**config.mk**
```make
export PLATFORM = sky130hd
export DESIGN_NAME = yuv420_block_to_rgb
export DESIGN_NICKNAME = d
export VERILOG_FILES = /design/src/rtl/core/y2r_pkg.sv /design/src/rtl/core/y2r_pixel.sv /design/src/rtl/core/y2r_grid.sv /design/src/rtl/core/yuv420_block_to_rgb.sv
export SDC_FILE = /design/constraint.sdc
export NUM_CORES = 1
export LEC_CHECK = 0
export ABC_AREA = 0
export ABC_CLOCK_PERIOD_IN_PS = 21600
export BUFFER_PORTS_ARGS = -buffer_cell sky130_fd_sc_hd__buf_4
export CAP_MARGIN = 20
export CELL_PAD_IN_SITES_DETAIL_PLACEMENT = 0
export CELL_PAD_IN_SITES_GLOBAL_PLACEMENT = 2
export CORE_UTILIZATION = 30
export DETAILED_ROUTE_END_ITERATION = 16
export GPL_TIMING_DRIVEN = 0
export MAX_ROUTING_LAYER = met4
export PLACE_DENSITY_LB_ADDON = 0.25
export RECOVER_POWER = 100
export SLEW_MARGIN = 0
export SYNTH_ARGS = -nofsm -noshare
export SYNTH_HDL_FRONTEND = slang
export SYNTH_SLANG_ARGS = --single-unit
```
**constraint.sdc**
```tcl
create_clock -name clk -period 21.6 [get_ports clk]
set_input_delay 2.16 -clock clk [delete_from_list [all_inputs] [get_ports clk]]
set_output_delay 2.16 -clock clk [all_outputs]
set_load 0.02 [all_outputs]
```
**src/rtl/core/y2r_pkg.sv**
```systemverilog
// y2r_pkg: shared types, register indexes and BT.601 coefficients for the
// 4:2:0 block to RGB converter. No dependencies.
`timescale 1ns / 1ps

package y2r_pkg;

  localparam int unsigned LUMA_W   = 8;
  localparam int unsigned PIXEL_W  = 24;
  localparam int unsigned GRID_W   = 12;
  localparam int unsigned COUNT_W  = 11;
  localparam int unsigned CFG_IDX_W = 2;
  localparam int unsigned CFG_DATA_W = 12;

  typedef logic signed [25:0] offset_t;
  typedef logic signed [26:0] chan_sum_t;

  localparam offset_t COEF_RV = 26'sd91881;
  localparam offset_t COEF_GU = -26'sd22553;
  localparam offset_t COEF_GV = -26'sd46801;
  localparam offset_t COEF_BU = 26'sd116129;

  localparam chan_sum_t CLIP_HIGH = 27'sd16777215;
  localparam chan_sum_t CLIP_LOW  = 27'sd65535;

  localparam logic [GRID_W-1:0] GRID_MAX = 12'd2048;
  localparam logic [GRID_W-1:0] BLOCKS_PER_ROW_RST = 12'd320;
  localparam logic [GRID_W-1:0] BLOCK_ROWS_RST = 12'd240;

  typedef enum logic [CFG_IDX_W-1:0] {
    REG_OUTPUT_FORMAT  = 2'd0,
    REG_BLOCKS_PER_ROW = 2'd1,
    REG_BLOCK_ROWS     = 2'd2
  } cfg_reg_t;

  typedef enum logic {
    FMT_RGB888 = 1'b0,
    FMT_RGB565 = 1'b1
  } pix_fmt_t;

  typedef struct packed {
    logic end_of_row;
    logic end_of_frame;
  } grid_flags_t;

  typedef struct packed {
    offset_t r_off;
    offset_t g_off;
    offset_t b_off;
  } chroma_off_t;

endpackage

```
**src/rtl/core/y2r_pixel.sv**
```systemverilog
// y2r_pixel: one luma sample plus shared chroma offsets to a packed pixel.
// Depends on y2r_pkg.
`timescale 1ns / 1ps

module y2r_pixel (
  input  logic [y2r_pkg::LUMA_W-1:0]  luma,
  input  y2r_pkg::chroma_off_t        offs,
  input  y2r_pkg::pix_fmt_t           fmt,
  output logic [y2r_pkg::PIXEL_W-1:0] pixel
);

  function automatic logic [7:0] clip_byte(input y2r_pkg::chan_sum_t x);
    logic [7:0] res;
    if (x > y2r_pkg::CLIP_HIGH) begin
      res = 8'hff;
    end else if (x <= y2r_pkg::CLIP_LOW) begin
      res = 8'h00;
    end else begin
      res = x[23:16];
    end
    return res;
  endfunction

  y2r_pkg::chan_sum_t ys;
  logic [7:0] r, g, b;

  always_comb begin
    ys = {3'b000, luma, 16'h0000};
    r  = clip_byte(ys + y2r_pkg::chan_sum_t'(offs.r_off));
    g  = clip_byte(ys + y2r_pkg::chan_sum_t'(offs.g_off));
    b  = clip_byte(ys + y2r_pkg::chan_sum_t'(offs.b_off));
    case (fmt)
      y2r_pkg::FMT_RGB565: pixel = {8'h00, r[7:3], g[7:2], b[7:3]};
      default:             pixel = {r, g, b};
    endcase
  end

endmodule

```
**src/rtl/core/y2r_grid.sv**
```systemverilog
// y2r_grid: column and row block counters with end of row / end of frame flags.
// Depends on y2r_pkg.
`timescale 1ns / 1ps

module y2r_grid (
  input  logic                         clk,
  input  logic                         rst_n,
  input  logic                         advance,
  input  logic [y2r_pkg::GRID_W-1:0]   blocks_per_row,
  input  logic [y2r_pkg::GRID_W-1:0]   block_rows,
  output y2r_pkg::grid_flags_t         flags
);

  function automatic logic [y2r_pkg::COUNT_W-1:0] last_index(
    input logic [y2r_pkg::GRID_W-1:0] n
  );
    logic [y2r_pkg::GRID_W-1:0] m;
    m = n;
    if (m == '0) m = 12'd1;
    if (m > y2r_pkg::GRID_MAX) m = y2r_pkg::GRID_MAX;
    m = m - 12'd1;
    return m[y2r_pkg::COUNT_W-1:0];
  endfunction

  logic [y2r_pkg::COUNT_W-1:0] col_r, col_nxt;
  logic [y2r_pkg::COUNT_W-1:0] row_r, row_nxt;

  always_comb begin
    flags.end_of_row   = col_r >= last_index(blocks_per_row);
    flags.end_of_frame = flags.end_of_row && (row_r >= last_index(block_rows));
    col_nxt = col_r;
    row_nxt = row_r;
    if (advance) begin
      if (flags.end_of_row) begin
        col_nxt = '0;
        row_nxt = flags.end_of_frame ? '0 : row_r + 11'd1;
      end else begin
        col_nxt = col_r + 11'd1;
      end
    end
  end

  always_ff @(posedge clk) begin
    if (!rst_n) begin
      col_r <= '0;
      row_r <= '0;
    end else begin
      col_r <= col_nxt;
      row_r <= row_nxt;
    end
  end

  a_eof_in_eor: assert property (@(posedge clk) disable iff (!rst_n)
    flags.end_of_frame |-> flags.end_of_row)
    else $error("end of frame without end of row");

  a_col_wrap: assert property (@(posedge clk) disable iff (!rst_n)
    advance && flags.end_of_row |=> col_r == '0)
    else $error("column counter did not wrap");

  a_col_step: assert property (@(posedge clk) disable iff (!rst_n)
    advance && !flags.end_of_row |=> col_r == $past(col_r) + 11'd1)
    else $error("column counter did not advance");

endmodule

```
**src/rtl/core/yuv420_block_to_rgb.sv**
```systemverilog
// yuv420_block_to_rgb: 2x2 4:2:0 block to four RGB pixels, BT.601 fixed point.
// Depends on y2r_pkg, y2r_pixel and y2r_grid.
//
//   channel | ports                                   | dir
//   in      | in_valid/in_ready, luma x4, chroma x2   | in
//   out     | out_valid/out_ready, pixel x4, flags    | out
//   cfg     | cfg_valid/cfg_ready, cfg_index/cfg_data | in
//
// One block per cycle sustained while out_ready is high; a block goes through
// the input register, then conversion into the result register.
// The conversion between the two registers is a constant multiply per chroma
// term, adds and a clip per channel. cfg_ready is always high.
// Reset is synchronous; it clears valids and counters and sets config defaults.
// A stalled result holds while the input register still takes one more word.
`timescale 1ns / 1ps

module yuv420_block_to_rgb (
  input  logic                                   clk,
  input  logic                                   rst_n,
  input  logic                                   in_valid,
  output logic                                   in_ready,
  input  logic [y2r_pkg::LUMA_W-1:0]             in_luma_top_left,
  input  logic [y2r_pkg::LUMA_W-1:0]             in_luma_top_right,
  input  logic [y2r_pkg::LUMA_W-1:0]             in_luma_bottom_left,
  input  logic [y2r_pkg::LUMA_W-1:0]             in_luma_bottom_right,
  input  logic [y2r_pkg::LUMA_W-1:0]             in_chroma_blue,
  input  logic [y2r_pkg::LUMA_W-1:0]             in_chroma_red,
  output logic                                   out_valid,
  input  logic                                   out_ready,
  output logic [y2r_pkg::PIXEL_W-1:0]            out_pixel_top_left,
  output logic [y2r_pkg::PIXEL_W-1:0]            out_pixel_top_right,
  output logic [y2r_pkg::PIXEL_W-1:0]            out_pixel_bottom_left,
  output logic [y2r_pkg::PIXEL_W-1:0]            out_pixel_bottom_right,
  output logic                                   out_end_of_row,
  output logic                                   out_end_of_frame,
  input  logic                                   cfg_valid,
  output logic                                   cfg_ready,
  input  logic [y2r_pkg::CFG_IDX_W-1:0]          cfg_index,
  input  logic [y2r_pkg::CFG_DATA_W-1:0]         cfg_data
);

  y2r_pkg::pix_fmt_t               fmt_r;
  logic [y2r_pkg::GRID_W-1:0]      bpr_r;
  logic [y2r_pkg::GRID_W-1:0]      rows_r;

  logic                            s1_valid_r, s1_valid_nxt;
  logic [y2r_pkg::LUMA_W-1:0]      luma_r [4];
  logic [y2r_pkg::LUMA_W-1:0]      cb_r, cr_r;
  y2r_pkg::grid_flags_t            s1_flags_r;

  logic                            out_valid_r, out_valid_nxt;
  logic [y2r_pkg::PIXEL_W-1:0]     pix_r [4];
  y2r_pkg::grid_flags_t            out_flags_r;

  logic                            in_acc, s1_adv, out_load;
  y2r_pkg::grid_flags_t            grid_flags;
  y2r_pkg::chroma_off_t            offs;
  y2r_pkg::offset_t                u_ext, v_ext;
  logic [y2r_pkg::PIXEL_W-1:0]     pix_w [4];

  assign cfg_ready = 1'b1;

  always_ff @(posedge clk) begin
    if (!rst_n) begin
      fmt_r  <= y2r_pkg::FMT_RGB888;
      bpr_r  <= y2r_pkg::BLOCKS_PER_ROW_RST;
      rows_r <= y2r_pkg::BLOCK_ROWS_RST;
    end else if (cfg_valid) begin
      case (y2r_pkg::cfg_reg_t'(cfg_index))
        y2r_pkg::REG_OUTPUT_FORMAT:  fmt_r  <= y2r_pkg::pix_fmt_t'(cfg_data[0]);
        y2r_pkg::REG_BLOCKS_PER_ROW: bpr_r  <= cfg_data;
        y2r_pkg::REG_BLOCK_ROWS:     rows_r <= cfg_data;
        default: ;
      endcase
    end
  end

  always_comb begin
    out_load      = !out_valid_r || out_ready;
    s1_adv        = s1_valid_r && out_load;
    in_ready      = !s1_valid_r || out_load;
    in_acc        = in_valid && in_ready;
    s1_valid_nxt  = in_acc || (s1_valid_r && !out_load);
    out_valid_nxt = s1_adv || (out_valid_r && !out_ready);
  end

  y2r_grid u_grid (
    .clk            (clk),
    .rst_n          (rst_n),
    .advance        (in_acc),
    .blocks_per_row (bpr_r),
    .block_rows     (rows_r),
    .flags          (grid_flags)
  );

  always_ff @(posedge clk) begin
    if (!rst_n) begin
      s1_valid_r  <= 1'b0;
      out_valid_r <= 1'b0;
    end else begin
      s1_valid_r  <= s1_valid_nxt;
      out_valid_r <= out_valid_nxt;
    end
  end

  always_ff @(posedge clk) begin
    if (in_acc) begin
      luma_r[0]  <= in_luma_top_left;
      luma_r[1]  <= in_luma_top_right;
      luma_r[2]  <= in_luma_bottom_left;
      luma_r[3]  <= in_luma_bottom_right;
      cb_r       <= in_chroma_blue;
      cr_r       <= in_chroma_red;
      s1_flags_r <= grid_flags;
    end
  end

  // center chroma: x - 128 equals the byte with its top bit flipped, as signed
  always_comb begin
    u_ext      = y2r_pkg::offset_t'($signed(cb_r ^ 8'h80));
    v_ext      = y2r_pkg::offset_t'($signed(cr_r ^ 8'h80));
    offs.r_off = y2r_pkg::COEF_RV * v_ext;
    offs.g_off = y2r_pkg::COEF_GU * u_ext + y2r_pkg::COEF_GV * v_ext;
    offs.b_off = y2r_pkg::COEF_BU * u_ext;
  end

  for (genvar i = 0; i < 4; i++) begin : g_pix
    y2r_pixel u_pixel (
      .luma  (luma_r[i]),
      .offs  (offs),
      .fmt   (fmt_r),
      .pixel (pix_w[i])
    );
  end

  always_ff @(posedge clk) begin
    if (s1_adv) begin
      for (int i = 0; i < 4; i++) begin
        pix_r[i] <= pix_w[i];
      end
      out_flags_r <= s1_flags_r;
    end
  end

  assign out_valid              = out_valid_r;
  assign out_pixel_top_left     = pix_r[0];
  assign out_pixel_top_right    = pix_r[1];
  assign out_pixel_bottom_left  = pix_r[2];
  assign out_pixel_bottom_right = pix_r[3];
  assign out_end_of_row         = out_flags_r.end_of_row;
  assign out_end_of_frame       = out_flags_r.end_of_frame;

  a_stall_full: assert property (@(posedge clk) disable iff (!rst_n)
    !in_ready |-> s1_valid_r && out_valid_r && !out_ready)
    else $error("input stalled with room in the pipeline");

  a_out_from_s1: assert property (@(posedge clk) disable iff (!rst_n)
    $rose(out_valid_r) |-> $past(s1_valid_r))
    else $error("result appeared without a staged word");

endmodule
```
==> metrics.md, run 1 <==
| Metric | Value |
|---|---|
| Status | finished, violations left |
| Violated checks | capacitance limit, slew limit |
| Syn_area_per_cell | roughly 9.5 sq um |
| Crit path buf inv count | 4 |
| Initial antenna violation count | 3 |
| Final wirelength | 76700 um |
| Pre-CTS setup slack | 11090 ps |
| Max stage delay cell, worst path | a2111oi_0 |
| TritonCTS clock tree | done |
| Vias in the first global route | around 20000 |
| DRT Pass-1 Iters | 5 |
| Worst hold path type | reg -> reg |
| Final Core Density | 34.0% |
| Syn Nets | 3103 |
| Primary FF master, synth | edfxtp_1 |
| CTS Buf Count | 17 |
| Met2 Track Usage GR | 32.2% |
| GRT Util Overall | 20.1% |
| Worst-Skew Late Latency | between 500 and 600 ps |
| CTS sink cnt | 197 |
| Root Driver | clkbuf_16 |
| Max-Cap Viols | 7 |
| CP Class | reg -> reg |
| Die Y | approximately 280 um |
| Crit Reg-Reg Startpoint | cb_r[4]$_DFFE_PP_ |
| Warnings from Yosys | 0 |
| Met1 Usage GRT | 25.9% |
| Design area | between 0.02 and 0.03 sq mm |
| Count of cell types in the netlist | ~90 |
| Setup total negative slack | 0 ps |
| CTS Hold Bufs | 0 |
| Async SR Flop Fraction | 0% |
| Io pins | 168 |
| RSZ-0062 raised after global routing | no |
| Slew Limit Headroom | -58.2% |
| GPL Wtd Cong | a little over 0.9 |
| H-tree depth | 4 |
| Post-route clock skew | 29.4 ps |
| Global-route wire length before repair | 116000 um |
| Largest fanout on the critical path | 10 |
| Hold Vio Cnt, Final | 0 |
| Crit share post-route | 52.7% |
| Mean number of vias per cell | approximately 5.1 |
| Crit path capture type | register |
| Final worst slack | 10220 ps |
| Critical Path RT | 21740 ps |
| Most frequent cells in the layout | 343 x inv_1, 334 x ha_1, 200 x fa_1, 163 x a21oi_1, 152 x clkbuf_1 |
| Setup crit start | cb_r[4]$_DFFE_PP_ |
| Wire per inst | 20.5 um |
| Final setup vio count | 0 |
| I/O Buffers | 166 |
| Arr. time, crit path | around 12000 ps |
| Met3 GRT Util | 3.63% |
| FMAX | 87.9 MHz |
| Clock Tree Buf Depth | 2 |
| Hold_sp | s1_flags_r[0]$_DFFE_PP_ |
| Hpwl dp | about 64000 um |
| Clk pin slew, worst setup/hold paths | 90 ps |
| PostCTS Resize Cnt | 0 |
| Min Tclk post-route | 11380 ps |
| Die W | ~280 um |
| Number of core rows | 102 |
| Post-synth EDFFs | 148 |
| Grt ovf | 0 |
| R2R cell count | 29 |
| Iteration-0 DRC Markers | 986 |
| Vias | 19100 |
| Die area | 0.0800 sq mm |
| Core Box Area | 0.0777 sq mm |
| Final ANT Viol Nets | 0 |
| Max Transition Viols Final | roughly 180 |
| Commonest non-fill, non-tap cell in the layout | inv_1 |
| CP delay by family, top | adder cells |
| Largest net degree at the start of global routing | 40 |
| Placed Area | roughly 0.026 sq mm |
| Initial Util | 30.4% |
| Worst Hold End | out_end_of_frame$_DFFE_PP_ |
| Final Net Count | ~3300 |
| Worst R2R End | pix_r[3][11]$_DFFE_PP_ |
| CP startpoint kind | register |
| Worst-Margin Slew | 2370 ps |
| DRC | 0 |
| Top cell by count, worst path | fa_1 |
| Synth-to-layout area growth | 11.5% |
| Syn Inst Count | 2502 |
| Sequential fraction of the synthesis area | 22.9% |
| Crit-path max cell delay | 1640 ps |
| Synth Register Bits | just under 200 |
| Cell area after synthesis | 0.0237 sq mm |
| WHS Path Cells | 0 |
| Share of layout cells above drive strength 1 | 4.70% |
| GRT Max-Usage Layer | met2 |
| Postcts setup bufs | 0 |
| R2R setup slack | between 10000 and 15000 ps |
## cells in the mapped netlist, drive strengths merged (21+ instances only)
master	count	area [sq um]
a211oi	33	258
a21boi	27	203
a21o	59	444
a21oi	163	816
and2	21	133
and3	21	133
clkbuf	35	131
dfxtp	49	981
edfxtp	148	4440
fa	200	4000
ha	334	4180
inv	344	1290
nand2	144	541
nand2b	27	169
nand3	42	210
nand4	24	150
nor2	151	567
nor2b	27	169
nor3	41	205
nor4	24	150
o211ai	21	158
o21a	29	218
o21ai	125	626
xnor2	87	762
xor2	44	385
## worst max-delay path by stage
stage / slack [ps] / depth (start not counted) / to
after global placement: 11100 / 29 / pix_r[3][6]$_DFFE_PP_
final: 10220 / 29 / pix_r[3][11]$_DFFE_PP_
after CTS: 10990 / 29 / pix_r[3][6]$_DFFE_PP_
after detailed placement: 11090 / 29 / pix_r[3][6]$_DFFE_PP_
after floorplan: 13390 / 29 / pix_r[2][5]$_DFFE_PP_
after global routing: 9550 / 29 / pix_r[3][11]$_DFFE_PP_
## worst reg2reg max path, delay by kind of cell, from the launching register on
family / cells / cell delay (ps)
and+or+nand+nor: 6 / 800
AOI/OAI and AO/OA: 10 / 4070
xor gates and xnor gates: 1 / 870
adders and majority gates: 8 / 4250
buffers and inverters: 4 / 370
DFF: 1 / 680
## cells by family (layout without fill, tap and decap cells)
family / count (synthesis) / count (layout) / synth area share [%]
AND/OR/NAND/NOR: 610 / 610 / 13.1
AO/OA/AOI/OAI: 622 / 622 / 17.6
flip-flops: 197 / 197 / 22.9
XOR/XNOR: 131 / 131 / 4.85
other: 1 / 5 / 0.0158
multiplexers: 18 / 18 / 0.772
buffers and inverters: 389 / 591 / 6.20
adder cells (fa/ha/maj): 534 / 534 / 34.6
## flip-flops by register name (all words and copies together), names as in the netlist, 2 cells and up
register	cells
pix_r	96
bpr_r	12
luma_r	32
s1_flags_r	2
u_grid.row_r	11
cb_r	8
cr_r	8
u_grid.col_r	11
rows_r	12
## through the flow
stage	hold WS [ps]	std cells
after CTS	426	3744
after floorplan	400	2502
final	426	3748
after detailed placement	405	3712
after global placement	408	3708
after global routing	429	3747
## metal layers
metal	routed length, um	up-vias
li1	-	9292
met1	35300	9337
met2	35900	401
met3	3890	75
met4	1650	0
met5	0	-
## final cells by class
type                    instances  area [sq um]
fillers                      8179         51300
flip-flops and latches        197          5430
clock inverters                15           175
diodes                          4          10.0
plain buffers                  45           175
inverters                     344          1290
multi-input cells            1916         16700
clock buffers                  17           425
repair buffers                170           842
well taps                    1040          1300
Power of run 1 is left out: the tool's default activity adds up to more than one toggle a clock period on the data nets, which glitch-free logic cannot reach.
==> inputs of run 2 (changes only) <==
--- a/config.mk
+++ b/config.mk
@@ -5,8 +5,8 @@
 export SDC_FILE = /design/constraint.sdc
 export NUM_CORES = 1
 export LEC_CHECK = 0
-export ABC_AREA = 0
-export ABC_CLOCK_PERIOD_IN_PS = 21600
+export ABC_AREA = 1
+export ABC_CLOCK_PERIOD_IN_PS = 11800
 export BUFFER_PORTS_ARGS = -buffer_cell sky130_fd_sc_hd__buf_4
 export CAP_MARGIN = 20
 export CELL_PAD_IN_SITES_DETAIL_PLACEMENT = 0
==> constraint.sdc (replaced) <==
create_clock -name clk -period 11.8 [get_ports clk]
set_input_delay 1.18 -clock clk [delete_from_list [all_inputs] [get_ports clk]]
set_output_delay 1.18 -clock clk [all_outputs]
set_load 0.02 [all_outputs]
==> run 2 against run 1 <==
Net effect:
- register-to-register slack worse by 8200 ps
- critical path type unchanged
- the run still ends with capacitance limit, slew limit left
- highest routed layer unchanged
- final cell count up 24%
- non-clock buffer count down 11
==> metrics.md, run 2 <==
| Metric | Value |
|---|---|
| Multi-input logic area | between 0.015 and 0.02 sq mm |
| Io pins | around 170 |
| Top reg by flops | pix_r |
| Status | finished, violations left |
| # diodes | 0 |
| Met2 Track Usage GR | 32.2% |
| FMAX | 103 MHz |
| Count leader, synth | nand2_1 |
| Die Y | 293 um |
| Number of core rows | 106 |
| Final setup vio count | 0 |
| Synth top area cells | edfxtp_1 17%, ha_1 16%, fa_1 16% |
| Die area | 0.0859 sq mm |
| Sequential fraction of the synthesis area | between 20% and 30% |
| Slew Limit Headroom | -123% |
| Synth Register Bits | 197 |
| Warnings from Yosys | 0 |
| Global-route wire length before repair | 126000 um |
| Max-Cap Viols | 2 |
| Initial antenna violation count | 0 |
| Fillers | roughly 9300 |
| Count of cell types in the netlist | just under 60 |
| R2R cell count | 37 |
| CP Class | reg -> reg |
| Hold_sp | s1_flags_r[0]$_DFFE_PP_ |
| Crit share post-route | 82.6% |
| Sequential Area | 0.00543 sq mm |
| Max reg flops | 96 |
| Root Driver | clkbuf_16 |
| Largest regs | pix_r: 96 flops, luma_r: 32 flops |
| Commonest cells post-synth | 853 x nand2_1, 635 x inv_1, 334 x ha_1, 246 x nand3_1, 200 x fa_1 |
| Syn Inst Count | approximately 3300 |
| Clk pin slew, worst setup/hold paths | 80 ps |
| CTS Buf Count | 17 |
| Largest fanout on the critical path | 10 |
| CTS Hold Bufs | 0 |
| H-tree depth | 4 |
| TritonCTS clock tree | done |
| Core Box Area | between 0.08 and 0.09 sq mm |
| Met3 GRT Util | 2.14% |
| Vias | around 21000 |
| Final Core Density | 33.7% |
| Primary FF master, synth | edfxtp_1 |
| Max Transition Viols Final | 75 |
| GRT Util Overall | 20.1% |
| Final wirelength | 81500 um |
| Initial Util | 30.3% |
| Worst-Margin Slew | 3340 ps |
| Worst-Skew Late Latency | 520 ps |
| I/O Buffers | 165 |
| Cell area after synthesis | between 0.02 and 0.03 sq mm |
| PostCTS Resize Cnt | 0 |
| RSZ-0062 raised after global routing | no |
| Top cell by count, worst path | nand2_1 |
| Worst Hold End | out_end_of_frame$_DFFE_PP_ |
| Clock Tree Buf Depth | 2 |
| Synth-to-layout area growth | 11.2% |
| Postcts setup bufs | 0 |
| Most frequent cells in the layout | 853 x nand2_1, 636 x inv_1, 334 x ha_1, 248 x nand3_1, 200 x fa_1 |
| Iteration-0 DRC Markers | 1046 |
| GRT Max-Usage Layer | met2 |
| GPL Wtd Cong | 0.869 |
| Worst hold path type | reg -> reg |
| Final Net Count | 4115 |
| Met1 Usage GRT | 26.9% |
| Post-route clock skew | 27.9 ps |
| Crit-path max cell delay | 790 ps |
| Die W | 293 um |
| DRT Pass-1 Iters | 5 |
| Commonest non-fill, non-tap cell in the layout | nand2_1 |
| Setup total negative slack | 0 ps |
| Syn_area_per_cell | 7.65 sq um |
| R2R setup slack | 2060 ps |
| Arr. time, crit path | 10000 ps |
| Hpwl dp | 69400 um |
| Crit path capture type | register |
| Mean number of vias per cell | 4.61 |
| Largest net degree at the start of global routing | 46 |
| CTS sink cnt | 197 |
| WHS Path Cells | 0 |
| Min Tclk post-route | 9740 ps |
| Vias in the first global route | roughly 22000 |
| Critical Path RT | between 10000 and 15000 ps |
| Final ANT Viol Nets | 0 |
| Worst R2R End | pix_r[0][14]$_DFFE_PP_ |
| Top cell type by total area after synthesis | edfxtp_1 |
| Max stage delay cell, worst path | fa_1 |
| DRC | 0 |
| Async SR Flop Fraction | 0% |
| CP startpoint kind | register |
| Violated checks | capacitance limit, slew limit |
| Wire per inst | 17.5 um |
| Share of layout cells above drive strength 1 | ~4.7% |
| Hold Vio Cnt, Final | 0 |
| Grt ovf | 0 |
| Yosys top cell area share | 17.5% |
| Crit Reg-Reg Startpoint | cb_r[4]$_DFFE_PP_ |
| Syn Nets | between 3000 and 4000 |
| Post-synth EDFFs | 148 |
-- run 2: changes by cell type in the layout (fill, tap and decap cells not counted), sizes merged, moves of 22 or more --
cell and delta:
a211oi -31, nand2b -27, nand3 +214, inv +296, nand4 +54, o21a -22, xnor2 -39, o21ai -49
nand3b +25, a21o -54, nor2 +45, nor2b -27, nand2 +722
-- run 2: worst max-delay path: cells and delay by family (launching register included) --
kind	cells	cell delay [ps]
adders and majority gates	9	4420
and+or+nand+nor	17	2280
xor gates and xnor gates	2	890
AOI/OAI and AO/OA	3	740
DFF	1	660
buffers and inverters	6	490
-- run 2: worst max path at each step --
| stage | endpoint | slack [ps] | start | cells after the start |
|---|---|---|---|---|
| final | pix_r[0][14]$_DFFE_PP_ | 2060 | cb_r[4]$_DFFE_PP_ | 37 |
| after floorplan | pix_r[0][9]$_DFFE_PP_ | 4100 | cb_r[4]$_DFFE_PP_ | 37 |
| after detailed placement | pix_r[0][14]$_DFFE_PP_ | 2120 | cb_r[4]$_DFFE_PP_ | 37 |
| after CTS | pix_r[0][14]$_DFFE_PP_ | 2050 | cb_r[4]$_DFFE_PP_ | 37 |
| after global routing | pix_r[1][14]$_DFFE_PP_ | 1460 | cb_r[4]$_DFFE_PP_ | 36 |
| after global placement | pix_r[0][14]$_DFFE_PP_ | 2060 | cb_r[4]$_DFFE_PP_ | 37 |
-- run 2: cell families after synthesis --
group,Yosys count,synth area share [%]
adder cells (fa/ha/maj),534,32.2
XOR/XNOR,102,3.54
AO/OA/AOI/OAI,311,6.78
AND/OR/NAND/NOR,1500,26.0
buffers and inverters,679,10.2
flip-flops,197,21.3
other,1,0.0147
-- run 2: stage by stage --
step	cells	worst slack (ps)	hold slack [ps]	cell area, sq um
after floorplan	3324	4100	400	25400
after global placement	4623	2060	407	28100
after detailed placement	4629	2120	417	28200
after global routing	4661	1460	458	28300
after CTS	4661	2050	438	28800
final	4661	2060	434	28300
-- run 2: per-layer routing --
metal,wire length [um],up-vias,share of wire [%]
li1,-,11100,-
met1,40100,10000,49
met2,37800,306,46
met3,2130,45,2.6
met4,1470,0,1.8
met5,0,-,0
-- run 2: cell type report --
| cell class | instances | area share, % |
|---|---|---|
| plain buffers | 33 | 0.535 |
| multi-input cells | 2448 | 61.5 |
| flip-flops and latches | 197 | 19.2 |
| clock inverters | 15 | 0.646 |
| well taps | 1134 | 5.02 |
| clock buffers | 17 | 1.50 |
| repair buffers | 171 | 3.05 |
| inverters | 646 | 8.58 |
Power of run 2 is left out for the same reason.
